===== config.mk =====
export PLATFORM = sky130hd
export DESIGN_NAME = hht_yaw
export DESIGN_NICKNAME = d
export VERILOG_FILES = /design/src/hw/rtl/hht_pkg.sv /design/src/hw/rtl/hht_yaw.sv
export SDC_FILE = /design/constraint.sdc
export NUM_CORES = 2
export LEC_CHECK = 0
export ABC_AREA = 1
export BUFFER_PORTS_ARGS = -buffer_cell sky130_fd_sc_hd__buf_4
export CORE_UTILIZATION = 40
export DETAILED_ROUTE_END_ITERATION = 7
export PLACE_DENSITY = 0.6
export SYNTH_ARGS = -nofsm -noshare
export SYNTH_HDL_FRONTEND = slang
export SYNTH_SLANG_ARGS = --single-unit

===== constraint.sdc =====
create_clock -name clk -period 5.8 [get_ports clk]
set_input_delay 0 -clock clk [delete_from_list [all_inputs] [get_ports clk]]
set_output_delay 0 -clock clk [all_outputs]
set_load 0.03 [all_outputs]

===== src/hw/rtl/hht_pkg.sv =====
// ============================================================================
// hht_pkg: shared types and constants for the heading history tracker
// Field widths, register indexes, operation codes and fixed limits used by
// the tracker's storage, integration and scan logic.
// ============================================================================
package hht_pkg;

  // Field widths.
  localparam int TIME_W   = 64;
  localparam int YAW_W    = 32;
  localparam int RATE_W   = 32;
  localparam int LIMIT_W  = 12;
  localparam int MAXGAP_W = 32;

  // One stored sample: yaw above time.
  localparam int ENTRY_W = TIME_W + YAW_W;

  // A valid integration step is below 10 s, so the gap fits 24 bits.
  localparam int STEP_W = 24;
  localparam logic [STEP_W-1:0] MAX_STEP_US = 24'd10_000_000;

  // Register defaults and limits.
  localparam int                    DEFAULT_DEPTH  = 2048;
  localparam logic [MAXGAP_W-1:0]   DEFAULT_GAP_US = 32'd500_000;
  localparam logic [LIMIT_W-1:0]    MIN_LIMIT      = 12'd10;
  localparam logic [LIMIT_W-1:0]    RESET_LIMIT    = 12'd2000;

  // Configuration port.
  localparam int CFG_ADDR_W = 3;
  localparam int CFG_DATA_W = 32;

  // Register index, taken from the word address bit.
  typedef enum logic {
    CFG_LIMIT = 1'b0,
    CFG_GAP   = 1'b1
  } cfg_idx_t;

  // Operation codes carried in the input tuser.
  typedef enum logic {
    OP_ODOM  = 1'b0,
    OP_QUERY = 1'b1
  } op_t;

  // Status and best match from the scan unit.
  typedef struct packed {
    logic              busy;
    logic              have;
    logic [TIME_W-1:0] gap;
    logic [YAW_W-1:0]  yaw;
  } scan_res_t;

endpackage


===== src/hw/rtl/hht_yaw.sv =====
// ============================================================================
// hht_yaw: yaw integrator
// Holds the last event time and heading and advances the heading by
// rate times gap over three pipeline steps for each odometry event with a valid gap.
// ============================================================================
module hht_yaw (
  input  logic                             clk,
  input  logic                             rst,
  input  logic                             start,
  input  logic [hht_pkg::TIME_W-1:0]       time_in,
  input  logic signed [hht_pkg::RATE_W-1:0] rate_in,
  output logic                             done,
  output logic [hht_pkg::YAW_W-1:0]        heading
);
  import hht_pkg::*;

  logic [TIME_W-1:0]  t_r;
  logic [RATE_W-1:0]  rate_r;
  logic [TIME_W-1:0]  last_time;
  logic               has_prev;
  logic               v0;
  logic               v1;
  logic               v2;
  logic               ok_r;
  logic               first_r;
  logic [STEP_W-1:0]  gap_r;
  logic [YAW_W-1:0]   prod_r;
  logic [TIME_W:0]    diff;
  logic               gap_ok;

  // Gap from the previous event; the borrow bit flags time going backwards.
  assign diff   = {1'b0, t_r} - {1'b0, last_time};
  assign gap_ok = has_prev && !diff[TIME_W] && (diff[TIME_W-1:0] != '0) &&
                  (diff[TIME_W-1:0] < TIME_W'(MAX_STEP_US));

  // Step control.
  always_ff @(posedge clk) begin
    if (rst) begin
      v0       <= 1'b0;
      v1       <= 1'b0;
      v2       <= 1'b0;
      done     <= 1'b0;
      has_prev <= 1'b0;
      last_time <= '0;
      heading  <= '0;
    end else begin
      v0   <= start;
      v1   <= v0;
      v2   <= v1;
      done <= v2;
      if (v2) begin
        // The first event sets the heading to zero.
        if (first_r) begin
          heading <= '0;
        end else if (ok_r) begin
          heading <= heading + prod_r;
        end
        last_time <= t_r;
        has_prev  <= 1'b1;
      end
    end
  end

  // Operand and product registers.
  always_ff @(posedge clk) begin
    if (start) begin
      t_r    <= time_in;
      rate_r <= rate_in;
    end
    if (v0) begin
      ok_r    <= gap_ok;
      first_r <= !has_prev;
      gap_r   <= diff[STEP_W-1:0];
    end
    if (v1) begin
      // Only the low word matters: the angle wraps modulo one turn.
      prod_r <= YAW_W'(rate_r * {{(RATE_W-STEP_W){1'b0}}, gap_r});
    end
  end

endmodule


# Word-level counts from Yosys, hierarchy flattened
# Index checks and enable logic that the tools add are counted.
# Widths: inputs -> output; s select.
classes:
  n_addsub: 2
  multipliers: 1
  div: 0
  n_lt_le_gt_ge: 1
  eq_ne: 0
  shift: 0
  mux: 2
  bitwise_logic: 0
  n_reduce_logical: 8
ops:
  columns: ["cell", "n"]
  rows:
  - ["$sub 64x64->65", 1]
  - ["$lt 64x24->1 const B", 1]
  - ["$mux 32", 2]
  - ["$reduce_bool 64->1", 1]
  - ["$add 32x32->32", 1]
  - ["$mul 32x24->32", 1]
  - ["$logic_and 1x1->1", 3]
  - ["$logic_not 1->1", 2]
  - ["$reduce_and 2->1", 1]
  - ["$reduce_bool 2->1", 1]
word_totals:
  register_bits: 255
  latchBits: 0
  ramBits: 0
  mem_bits_ro: 0
  inputBits: 99
  out_inout_bits: 33
  n_memories: 0

# Depth between registers and ports, before layout
logic_depth:
  depth_word: 5
  ltp_mapped: 28

# Worst setup path before layout
# No wires, ideal clock.
synth_timing:
  path_type: "reg-to-reg"
  startpoint: "reg gap_r[5]"
  endpoint: "reg prod_r[28], data pin"
  setup_time_ns: 0.264
  t_arrival_ns: 6.003
  required_time_ns: 5.536
  slack_ns: -0.467
  path_stages_with_launch: 25
  cell_sequence: "edfxtp_1 > clkbuf_1 > clkbuf_1 > nand2_1 > inv_1 > fa_1 > inv_1 > fa_1 > fa_1 > fa_1 > inv_1 > fa_1 > fa_1 > inv_1 > fa_1 > inv_1 > ha_1 > nand3_1 > o221ai_1 > a21oi_1 > o21ai_1 > a21oi_1 > o21ai_2 > a31oi_1 > xor2_1"
synth_via:
  elab_chain_cells: 1
synth_rtl:
  columns: ["item", "line", "text"]
  rows:
  - ["start, declared", "hht_yaw.sv:26", "logic [STEP_W-1:0] gap_r;"]
  - ["start signal, assigned", "hht_yaw.sv:73", "gap_r <= diff[STEP_W-1:0];"]
  - ["$mul 32x24->32", "hht_yaw.sv:77", "prod_r <= YAW_W'(rate_r * {{(RATE_W-STEP_W){1'b0}}, gap_r});"]
  - ["end signal, assigned", "hht_yaw.sv:77", null]
  - ["end, declared", "hht_yaw.sv:27", "logic [YAW_W-1:0] prod_r;"]
# No other way between the ends.
# A chain may end at the register's enable or synchronous reset.

# Worst setup path after layout
layout_timing:
  startpoint: "reg gap_r[5]"
  endpoint: "reg prod_r[29], data pin"
# The elaborated chain is that of the path after synthesis.

==> results.md <==
- Reg2reg path depth: 25
- Syn Inst Count: 3,828
- Slew HR: 47.3%
- CTS root buffer: clkbuf_16
- Hold depth: 3
- Min cycle time layout: 6100 ps
- PortBufs: 131
- Worst EP arrival: 6400 ps
- Syn Nets: 4,504
- Post-route ant nets: 0
- Vias in the first global route: 25,473
- Fillcell total: 7,053
- Synthesized area per cell: 7.81 um2
- GRT Overall Usage: 22.3%
- Core Rows: 99
- DRC: 0
- Core Area: 73,500 um2
- Finished Layout Cells: 5,195
- Final wirelength: 81,500 um
- Crit Path Category: reg -> reg
- RSZ-0062 raised after global routing: yes
- Critical Path Sink Type: flop
- Main synth FF type: edfxtp_1
- Req. time, crit path: 6110 ps
- Antenna violations before repair: 2
- Worst Tran Pin Value: 791 ps
- Flops & latches, synth: 255
- Synth area leader: fa_1
- Max Clock Skew: 19.1 ps
- Clock Latency Late Sink: 570 ps
- Max clock buf depth: 3
- Synth top area share: 26.2%
- Routability congestion estimate: 0.924
- Nets: 4,885
- Status: finished, violations left
- Max-slew violations: 0
- Main area contributors after synthesis: fa_1, edfxtp_1, inv_1, nand2_1, ha_1
- Crit path max fanout: 6
- Die ar.: 75,800 um2
- Final setup viols: 14
- Die Wd: 275 um
- Layout cells sized above 1: 15.0%
- Failing checks: negative setup slack
- First-pass GRT wire length: 132,000 um
- CTS tree: done
- Fin Hold WS: 26.9 ps
- Top library cells by usage in the layout, fill and taps aside: inv_1, nand2_1, fa_1, buf_4, nor2_1
- F_max: 164 MHz
- HPWL Detailed: 66,000 um
- Clock Sink Count: 255
- Min setup slack post-route: -299 ps
- H-Tree Depth: 2
- Count of cell types in the netlist: 53
- Drt first pass iters: 7
- Die extent in y: 275 um
- DRT iter0 DRCs: 1,389
- Register area share after synthesis: 22.2%
- Most common cell after layout, fill and taps aside: inv_1
- Via count: 24,621
- DP Cell Count: 4,996
- Initial core utilization: 40.7%
- Ys Warns: 0
- Asr flop ratio synth: 0%
- EDFF count, synth: 154
- Largest net degree at the start of global routing: 82
- Reg clk slew, reported paths: 50 ps
- Max_cap viols: 0
- Fin crit share: 105%
- CTS Buf Count: 35
- Final hold viol count: 0
- Via density: 4.74
- CP startpoint kind: flop
- I/O pin total: 132
- Hold Path Class: in -> reg
- Gr ovfl total: 0
- Cell Area, Synth: 29,900 um2
- P&R area growth vs syn: 22.8%
- Routed len/inst: 15.7 um
stage by stage:
step	worst slack [ps]	TNS [ps]	cell area, um2	util, %
2_1_floorplan	-136	-402	30400	-
3_3_place_gp	-360	-3740	33700	45.9
3_5_place_dp	-427	-4550	33700	45.9
4_1_cts	-294	-2800	36400	49.6
5_1_grt	-511	-5400	36700	50.0
6_report	-299	-2600	36700	50.0
synth_stat cells (14+ instances only):
| cell | number |
|---|---|
| edfxtp_1 | 154 |
| xor2_1 | 49 |
| nand2_2 | 20 |
| a21oi_1 | 193 |
| nand2_1 | 855 |
| xnor2_1 | 44 |
| nor2_1 | 220 |
| nor3_1 | 14 |
| a31oi_1 | 20 |
| fa_1 | 391 |
| inv_1 | 1074 |
| a21o_1 | 15 |
| nand4_1 | 28 |
| o21ai_0 | 86 |
| dfxtp_1 | 101 |
| nand3_1 | 79 |
| a211oi_1 | 67 |
| ha_1 | 186 |
| clkbuf_1 | 114 |
worst max-delay path, cell delays in order, from the launching register on:
cell	delay, ps
edfxtp_1	410
buf_12	170
buf_12	130
buf_4	130
nand2_1	60
inv_1	50
fa_1	470
inv_1	50
fa_1	580
fa_2	460
fa_2	540
inv_1	50
fa_2	430
fa_1	490
inv_1	50
fa_1	550
inv_2	50
ha_4	270
nand2_2	70
nor3_2	200
nand3_1	110
nand3_2	110
nand3_2	70
nand2_2	90
a31oi_1	100
xor2_1	150
per-layer routing:
metal,global-route usage [%],routed length (um),share of wire (%)
met1,27.3,34400,42
met2,39.6,40000,49
met3,4.09,4350,5.3
met4,6.92,2650,3.3
met5,0,23,0.028
state kept, by name, indices dropped and copies added (netlist names):
| register | count |
|---|---|
| last_time | 64 |
| t_r | 64 |
| heading | 32 |
| prod_r | 32 |
| rate_r | 32 |
| gap_r | 24 |
| done | 1 |
| first_r | 1 |
| has_prev | 1 |
| ok_r | 1 |
| v0 | 1 |
| v1 | 1 |
| v2 | 1 |
worst paths after layout:
kind                                          from                    to  slack (ps)
worst min register to register       v1$_SDFF_PP0_         v2$_SDFF_PP0_         430
worst min-delay path                         start         v0$_SDFF_PP0_          30
worst max register to register  gap_r[5]$_DFFE_PP_  prod_r[29]$_DFFE_PP_        -300
worst max-delay path            gap_r[5]$_DFFE_PP_  prod_r[29]$_DFFE_PP_        -300
layout make-up:
| type | count | area [um2] | share of cell area (%) |
|---|---|---|---|
| inverter | 1078 | 4050 | 11.0 |
| clock inverter | 17 | 215 | 0.586 |
| multi-input combinational | 2373 | 19300 | 52.7 |
| sequential | 255 | 6650 | 18.1 |
| tap | 959 | 1200 | 3.27 |
| antenna | 1 | 2.50 | 0.00682 |
| clock buffer | 46 | 968 | 2.64 |
| timing repair buffer | 466 | 4300 | 11.7 |
what timing repair did:
action	CTS	global route
resized for setup	82	65
pin swaps	58	32
endpoints found under the hold margin	129	0
cloned	0	0
endpoints found under the setup margin	15	19
hold buffers	97	0
setup buffers	27	11
cells by family after synthesis:
kind of cell | synth area share [%]
simple gates | 17.1
fa+ha+maj | 34.0
buf+inv | 15.1
compound gates | 8.85
xor+xnor | 2.78
flops | 22.2
Power is left out: the tool's default activity adds up to more than one toggle a clock period on the data nets, which glitch-free logic cannot reach.
