File: src/hw/rtl/hht_pkg.sv
// ============================================================================
// hht_pkg: shared types and constants for the heading history tracker
// Field widths, register indexes, operation codes and fixed limits used by
// the tracker's storage, integration and scan logic.
// ============================================================================
package hht_pkg;

  // Field widths.
  localparam int TIME_W   = 64;
  localparam int YAW_W    = 32;
  localparam int RATE_W   = 32;
  localparam int LIMIT_W  = 12;
  localparam int MAXGAP_W = 32;

  // One stored sample: yaw above time.
  localparam int ENTRY_W = TIME_W + YAW_W;

  // A valid integration step is below 10 s, so the gap fits 24 bits.
  localparam int STEP_W = 24;
  localparam logic [STEP_W-1:0] MAX_STEP_US = 24'd10_000_000;

  // Register defaults and limits.
  localparam int                    DEFAULT_DEPTH  = 2048;
  localparam logic [MAXGAP_W-1:0]   DEFAULT_GAP_US = 32'd500_000;
  localparam logic [LIMIT_W-1:0]    MIN_LIMIT      = 12'd10;
  localparam logic [LIMIT_W-1:0]    RESET_LIMIT    = 12'd2000;

  // Configuration port.
  localparam int CFG_ADDR_W = 3;
  localparam int CFG_DATA_W = 32;

  // Register index, taken from the word address bit.
  typedef enum logic {
    CFG_LIMIT = 1'b0,
    CFG_GAP   = 1'b1
  } cfg_idx_t;

  // Operation codes carried in the input tuser.
  typedef enum logic {
    OP_ODOM  = 1'b0,
    OP_QUERY = 1'b1
  } op_t;

  // Status and best match from the scan unit.
  typedef struct packed {
    logic              busy;
    logic              have;
    logic [TIME_W-1:0] gap;
    logic [YAW_W-1:0]  yaw;
  } scan_res_t;

endpackage

File: src/hw/rtl/hht_scan.sv
// ============================================================================
// hht_scan: nearest sample search
// Takes stored samples newest first, forms the time distance to the query
// and keeps the closest one; on a tie the earlier seen (newer) sample stays.
// ============================================================================
module hht_scan (
  input  logic                          clk,
  input  logic                          rst,
  input  logic                          start,
  input  logic [hht_pkg::TIME_W-1:0]    qtime,
  input  logic                          rd_valid,
  input  logic [hht_pkg::ENTRY_W-1:0]   rd_data,
  output hht_pkg::scan_res_t            res
);
  import hht_pkg::*;

  logic [TIME_W-1:0] q_r;
  logic [TIME_W-1:0] st;
  logic [TIME_W:0]   d_fwd;
  logic [TIME_W-1:0] d_abs;
  logic              s1_v;
  logic [TIME_W-1:0] d_r;
  logic [YAW_W-1:0]  y_r;
  logic              have;
  logic [TIME_W-1:0] best_gap;
  logic [YAW_W-1:0]  near_yaw;

  // Absolute time distance of the sample just read.
  assign st    = rd_data[TIME_W-1:0];
  assign d_fwd = {1'b0, st} - {1'b0, q_r};
  assign d_abs = d_fwd[TIME_W] ? (q_r - st) : d_fwd[TIME_W-1:0];

  // Control: stage valid and best-found flag.
  always_ff @(posedge clk) begin
    if (rst) begin
      s1_v <= 1'b0;
      have <= 1'b0;
    end else begin
      s1_v <= rd_valid;
      if (start) begin
        have <= 1'b0;
      end else if (s1_v) begin
        have <= 1'b1;
      end
    end
  end

  // Distance stage and best tracking; strict less keeps the newer on a tie.
  always_ff @(posedge clk) begin
    if (start) begin
      q_r <= qtime;
    end
    if (rd_valid) begin
      d_r <= d_abs;
      y_r <= rd_data[ENTRY_W-1:TIME_W];
    end
    if (s1_v && (!have || (d_r < best_gap))) begin
      best_gap <= d_r;
      near_yaw <= y_r;
    end
  end

  assign res.busy = s1_v;
  assign res.have = have;
  assign res.gap  = best_gap;
  assign res.yaw  = near_yaw;

endmodule

File: config.mk
export PLATFORM = sky130hd
export DESIGN_NAME = hht_scan
export DESIGN_NICKNAME = d
export VERILOG_FILES = /design/src/hw/rtl/hht_pkg.sv /design/src/hw/rtl/hht_scan.sv
export SDC_FILE = /design/constraint.sdc
export NUM_CORES = 1
export LEC_CHECK = 0
export BUFFER_PORTS_ARGS = -buffer_cell sky130_fd_sc_hd__buf_2
export CAP_MARGIN = 20
export CORE_MARGIN = 1
export CORE_UTILIZATION = 30
export DETAILED_ROUTE_END_ITERATION = 6
export PLACE_DENSITY_LB_ADDON = 0.3
export REMOVE_ABC_BUFFERS = 1
export SKIP_CTS_REPAIR_TIMING = 1
export SLEW_MARGIN = 25
export SYNTH_ARGS = -nofsm -noshare
export SYNTH_HDL_FRONTEND = slang
export SYNTH_SLANG_ARGS = --single-unit
File: constraint.sdc
create_clock -name clk -period 9.7 [get_ports clk]
set_input_delay 1.94 -clock clk [delete_from_list [all_inputs] [get_ports clk]]
set_output_delay 1.94 -clock clk [all_outputs]
set_load 0.1 [all_outputs]
After elaboration in Yosys (flattened, before gate mapping) --
Index checks and enable logic that the tools add are counted. Widths: inputs -> output; s select.
Cells by class: add/sub/neg operators 2, reduce and logical (&&, ||, !) cells 4, divide/modulo/power cells 0, $lt $le $gt $ge 1, shift-type cells 0, eq/ne operators 0, mux-type cells 1, bitwise gates (word level) 0, $mul 0
Operators with widths (count):
- $sub 64x64->65 | 1
- $lt 64x64->1 | 1
- $mux 64 | 1
- $sub 64x64->64 | 1
- $reduce_or 2->1 | 1
- $logic_and 1x1->1 | 1
- $logic_not 1->1 | 1
- $logic_or 1x1->1 | 1
Word-level totals: logic and storage cells 15, input bits 164, memory bits (writable) 0, memories 0, output and inout port bits 98, ROM bits 0, bits in latches 0, flip-flop bits (word level) 258

Longest topological paths before layout --
Gate-level depths: netlist (run 1).
word-level depth 3, mapped depth 14

Least setup slack after synthesis (run 1) --
Ideal clock, no wire load.
path type register to register, start point register best_gap[9], end point register best_gap[0] (enable), cell stages (with the launch flop) 11, setup time 0.585 ns, path slack 1.981 ns, data required time 9.115 ns, arrival time 7.134 ns, path through edfxtp_1 > inv_1 > ha_1 > a21o_1 > a21o_1 > a21oi_1 > or2_2 > a31oi_1 > a2111oi_0 > nand3_1 > o22ai_1
On the way: word-level cells in the longest chain between the ends 3
Ends and longest elaborated chain:
- from (decl) | line hht_scan.sv:25 | logic [TIME_W-1:0] best_gap;
- from (signal assigned) | line hht_scan.sv:58 | best_gap <= d_r;
- $lt 64x64->1 | line hht_scan.sv:57 | if (s1_v && (!have || (d_r < best_gap))) begin
- $logic_or 1x1->1 | line hht_scan.sv:57
- $logic_and 1x1->1 | line hht_scan.sv:57
Every way passes these cells. A chain may end at the register's enable or synchronous reset.

Worst setup path in the final report (run 1) --
start point input rd_data[42] (netlist bit), end point register d_r[62] (data pin)
On the way: word-level cells in the longest chain between the ends 2, elaborated cells between the ends (all ways) 3, those cells by class 2 x add/sub; 1 x mux
Ends and longest elaborated chain:
- from (decl) | line hht_scan.sv:12 | input logic [hht_pkg::ENTRY_W-1:0] rd_data,
- $sub 64x64->65 / $sub 64x64->64 (equally long branches) | line hht_scan.sv:30, hht_scan.sv:31
- $mux 64 (*) | line hht_scan.sv:31 | assign d_abs = d_fwd[TIME_W] ? (q_r - st) : d_fwd[TIME_W-1:0];
- named net d_abs[62] | line hht_scan.sv:20 | logic [TIME_W-1:0] d_abs;
- to (signal assigned) | line hht_scan.sv:54 | d_r <= d_abs;
- to (decl) | line hht_scan.sv:22 | logic [TIME_W-1:0] d_r;
The timed path passes the listed nets; every way through them passes the cells marked *.

==> run metrics, run 1 <==
status=finished clean; final antenna-violating net count=0; YS warnings=0; H-Tree Level Count=1; top post-synthesis cells by area=edfxtp_1, ha_1, a21oi_1; first-pass GRT wire length=86,260 um; Die Area=0.05950 mm^2; via count=14.41k; Synth top area share=0.4378; share of cells above drive strength 1=0.1701; fmax=0.1783 GHz; async set or reset register ratio after synthesis=0; global route overflow=0; cell taking the most area after synthesis=edfxtp_1; Post-Route WL=58,000 um; Rows=88; Worst Path Arrival=5.94 ns; vias per std cell=5.177; LEAKAGE=8.980 nW; PwrDens=208.4 mW/mm^2; Placed Cells=2,727; CP peak stage delay=0.63 ns; Setup Viol. Count Final=0; Flop pwr share=0.358; Post-Route Utilization=0.3558; Max VDD drop=0.1602 mV; Primary FF master, synth=edfxtp_1; post-route setup slack=4.092 ns; Post-Synth Adder-Cell Area=0.1377; crit-path cells=buf_2, inv_1, ha_1, nand2_1, o21ai_0, a21boi_0, a221oi_1, o21ai_2, nand2_4, mux2i_1, a41oi_2, xnor2_1; fill count=5,891; die span in y=243.9 um; internal cell power=2.587 mW; NetSw=1.698 mW; fin cells=2,783; CTS Sinks=258; part of the power in combinational logic=0.364; endpoints failing hold=0; CTS max path bufs=3; commonest non-fill, non-tap cell in the layout=buf_2; Final Cycle Share=0.5781; RSZ-0062 raised after global routing=false; DR pass1 iterations=6; clock-pin slew of the registers on the worst-case setup and hold paths=0.06 ns; Initial Utilization=0.3037; CTS buffer count=31; CP max-delay cell=nand2_4; CTS tree=yes; Post-Synth Simple-Gate Area=0.09855; Distinct cells, synth=78; wire per inst=20.84 um; hold crit path type=reg2reg; setup TNS=0 ns; skew final=0.03901 ns; largest net degree at the start of global routing=57; Ports=262; CP required=10.04 ns; Die X=243.9 um; Switching Fraction=0.3962; Seq/Total Area, Yosys=0.4401; clk root buf=clkbuf_16; Slew Viols, Final=0; Setup Crit Path Kind=in2reg; mux share of post-synthesis cell area=0.01340; CP max FO=51; Startpoint Class=primary input; Hold WS=0.4172 ns; syn_area_per_cell=9.954 um^2; Critical Path End Type=flip-flop; clock latency on the worst-skew pair=0.63 ns; Post-synth EDFFs=256; Total GRT Usage=0.1900; # nets final=2,351; port bufs=261; #FFs+latches synth=258; initial antenna violation count=1; highest-count cells in the layout ignoring fill and taps=buf_2, edfxtp_1, inv_1; vias in the first global route=14.27k; Post-Syn Area=0.01756 mm^2; CORE AREA=0.05781 mm^2; actual slew at the worst max-slew pin=0.9553 ns; Synth Area in Compound Gates=0.2133; pre-CTS setup slack=3.603 ns; Area Overhead vs Synth=17.14%; DPL Wire Length=47,430 um; max cap viols=0; Slew HR=0.3550; clock power share=0.278; Initial DRC Count=1,121; minimum clock period=5.608 ns; Mapped Cells=1,764; DRC=0; main combinational cell family by area after synthesis=compound AO/OA/AOI/OAI gates; Post-Synth XOR/XNOR Area=0.02843; gp weighted congestion=0.9532
[per-stage QoR]
stage               power [mW]  area (um^2)
floorplan                2.638        17200
CTS                      4.318        20560
finish                   4.285        20570
global placement         3.090        19540
global route             4.495        20560
detailed placement       3.103        19540
[layer usage]
metal  wire length (um)  up-vias  share of wire  GRT usage
met5                113        -         0.0019    0.01225
met4               1997        4          0.034    0.06342
met3               4047      101          0.070    0.04131
met2              25170      542           0.43     0.2937
met1              26670     6859           0.46     0.2603
li1                   -     6901              -          -
[cells by family (layout without fill, tap and decap cells)]
logic type / after synthesis / after routing
and+or+nand+nor: 358 / 358
buffers and inverters: 294 / 547
muxes: 23 / 23
DFF: 258 / 258
xor gates and xnor gates: 57 / 57
adders and majority gates: 192 / 192
other: 0 / 1
AOI/OAI and AO/OA: 582 / 582
[sequential cells by signal, indices dropped and copies added (netlist names)]
register / cells
near_yaw: 32
best_gap: 64
d_r: 64
q_r: 64
y_r: 32
s1_v: 1
have: 1
[power groups by stage]
| stage | logic, mW | clock network, mW | registers, mW |
|---|---|---|---|
| detailed placement | 1.54 | 0 | 1.56 |
| global route | 1.68 | 1.27 | 1.55 |
| CTS | 1.55 | 1.23 | 1.54 |
| finish | 1.56 | 1.19 | 1.53 |
| floorplan | 0.717 | 0 | 1.92 |
| global placement | 1.54 | 0 | 1.55 |
[cell usage after synthesis, drive strengths merged, types with 6 or more instances]
cell type,count
edfxtp,256
inv,224
a21oi,200
ha,190
nand2,111
o21ai,108
nor2,92
a21o,73
nand4,55
xnor2,41
o21bai,38
clkbuf,37
buf,33
o21a,25
nand3,23
nor3,21
mux2i,19
o211ai,17
xor2,16
nor2b,13
a211oi,12
a21boi,12
a31oi,12
o221ai,12
o31ai,11
or3,10
a221oi,8
nand2b,7
a211o,6
o2111ai,6
o31a,6
or2,6
[final timing paths]
kind                    start           to  slack [ns]  depth (start not counted)
setup / recovery  rd_data[42]      d_r[62]        4.09                         12
hold / removal         y_r[2]  near_yaw[2]        0.42                          0
setup reg to reg      q_r[42]      d_r[62]        5.12                         10
hold reg to reg        y_r[2]  near_yaw[2]        0.42                          0
[area by class of cell]
| type | count | area (um^2) | share of cell area |
|---|---|---|---|
| Timing Repair Buffer | 268 | 1361 | 0.06619 |
| Tap cell | 765 | 957.2 | 0.04654 |
| Sequential cell | 258 | 7727 | 0.3757 |
| Clock buffer | 34 | 787.0 | 0.03827 |
| Antenna cell | 1 | 2.502 | 0.0001217 |
| Inverter | 224 | 840.8 | 0.04088 |
| Clock inverter | 21 | 242.7 | 0.01180 |
| Multi-Input combinational cell | 1212 | 8648 | 0.4205 |
[critical path, delay by kind of cell]
kind	cells	cell delay [ns]
buffers and inverters	2	0.13
AO/OA/AOI/OAI	5	1.74
XOR/XNOR	1	0.18
adder cells (fa/ha/maj)	1	0.58
AND/OR/NAND/NOR	2	0.82
multiplexers	1	0.53
No activity file was read; power rests on OpenSTA's default activity.
==> run 2, diff against run 1 <==
- clock period: 9.7 -> 5.17 ns (I/O delays scaled with it)
==> run 2 against run 1 <==
  * Sequential cell count is the same
  * Global-route usage down 0.17 points
  * Utilization rose by 0.38 points
  * Routed wire length fell by 0.26%
  * Worst hold slack hardly changed
  * Sequential share of layout area decreased by 0.40 points
  * Combinational power is 89% higher
  * Cell count up 1.3%
  * Register-to-register slack got worse by 4.2 ns
  * Total power up 86%
  * First-iteration DRC count down 13%
  * Setup slack got worse by 3.3 ns
  * Critical path type unchanged
==> run metrics, run 2 (same netlist as run 1, synthesis figures left out) <==
Slew HR=0.4045; CP delay by family, top=compound AO/OA/AOI/OAI gates; layer with the highest usage=met2; endpoints failing hold=0; initial antenna violation count=1; H-Tree Level Count=1; # nets final=2,385; actual slew at the worst max-slew pin=0.8856 ns; highest-count cells in the layout ignoring fill and taps=buf_2, edfxtp_1, inv_1; CP max-delay cell=a221oi_1; clock latency on the worst-skew pair=0.61 ns; minimum clock period=4.401 ns; hold crit path type=reg2reg; M2 GR Usage=0.2975; LEAKAGE=9.119 nW; via count=14.45k; Initial Utilization=0.3037; first-pass GRT wire length=86,020 um; Critical Path End Type=flip-flop; CP required=5.51 ns; global route overflow=0; CTS Sinks=258; CTS max path bufs=3; clock-pin slew of the registers on the worst-case setup and hold paths=0.06 ns; Total GRT Usage=0.1884; Final Cycle Share=0.8513; WP buf/inv=3; gp weighted congestion=0.9544; vias in the first global route=14.33k; port bufs=261; Startpoint Class=primary input; clk root buf=clkbuf_16; Area Overhead vs Synth=18.39%; power consumption=7.953 mW; CP peak stage delay=0.58 ns; Ports=262; max cap viols=0; wire per inst=20.52 um; CTS buffer count=31; vias per std cell=5.125; FF-to-FF Start=q_r[42]; DRC=0; CP Depth=13; Register-to-Register Path Depth=11; DR pass1 iterations=5; Critical R2R Capture=d_r[14]; met1 Usage GRT=0.2637; die span in y=243.9 um; final antenna diode count=0; Rows=88; Worst Path Arrival=4.74 ns; Post-Route Utilization=0.3596; Setup Viol. Count Final=0; crit path capture=d_r[14]; reg2reg setup slack=0.90 ns; skew final=0.02602 ns; CP startpoint=rd_data[42]; fmax=0.2272 GHz; Die X=243.9 um; Post-Route WL=57,850 um; Die Area=0.05950 mm^2; biggest regs=best_gap x64, d_r x64, q_r x64; Setup Crit Path Kind=in2reg; CORE AREA=0.05781 mm^2; met3 GRT Util=0.03095; Slew Viols, Final=0; CTS tree=yes; DPL Wire Length=47,420 um; Max VDD drop=0.2539 mV; final antenna-violating net count=0; PwrDens=382.6 mW/mm^2; crit-path cells=buf_2, inv_1, ha_1, nand2_1, o21ai_0, a21boi_0, a221oi_1, o21a_1, nor2_4, buf_12, o31ai_1, o22ai_1, xor2_1; Initial DRC Count=975; RSZ-0062 raised after global routing=false; share of cells above drive strength 1=0.1826; status=finished clean; commonest non-fill, non-tap cell in the layout=buf_2; CP max FO=30; largest net degree at the start of global routing=60
-- run 2: how the worst min path moves through the flow --
stage / from / end / depth (start not counted)
after detailed placement: y_r[23] / near_yaw[23] / 0
after global placement: y_r[17] / near_yaw[17] / 0
final: y_r[5] / near_yaw[5] / 0
after global routing: y_r[24] / near_yaw[24] / 0
after floorplan: y_r[0] / near_yaw[0] / 0
after CTS: y_r[24] / near_yaw[24] / 0
-- run 2: per-layer routing --
layer	up-vias	share of wire
li1	6965	-
met1	6913	0.47
met2	483	0.44
met3	83	0.061
met4	2	0.029
met5	-	0.00022
-- run 2: area by class of cell --
| cell class | instances | area (um^2) |
|---|---|---|
| Fill cell | 5923 | 37020 |
| Multi-Input combinational cell | 1212 | 8648 |
| Sequential cell | 258 | 7727 |
| Timing Repair Buffer | 302 | 1642 |
| Tap cell | 765 | 957.2 |
| Inverter | 224 | 840.8 |
| Clock buffer | 41 | 813.3 |
| Clock inverter | 17 | 157.7 |
-- run 2: power by group --
group	leakage (nW)	switching, mW	internal, mW
clock	0.462	0.917	1.21
combinational	6.16	2.10	0.852
sequential	2.50	0.169	2.71
-- run 2: metrics by stage --
stage	hold slack, ns	instances	TNS, ns	setup slack, ns	instance area (um^2)
floorplan	0.4003	1694	-248.23	-2.549	17200
global placement	0.4002	2761	0	0.2467	19820
detailed placement	0.4052	2761	0	0.2838	19820
CTS	0.4191	2819	0	0.9302	20790
global route	0.4204	2819	0	0.5845	20790
finish	0.4170	2819	0	0.7688	20790
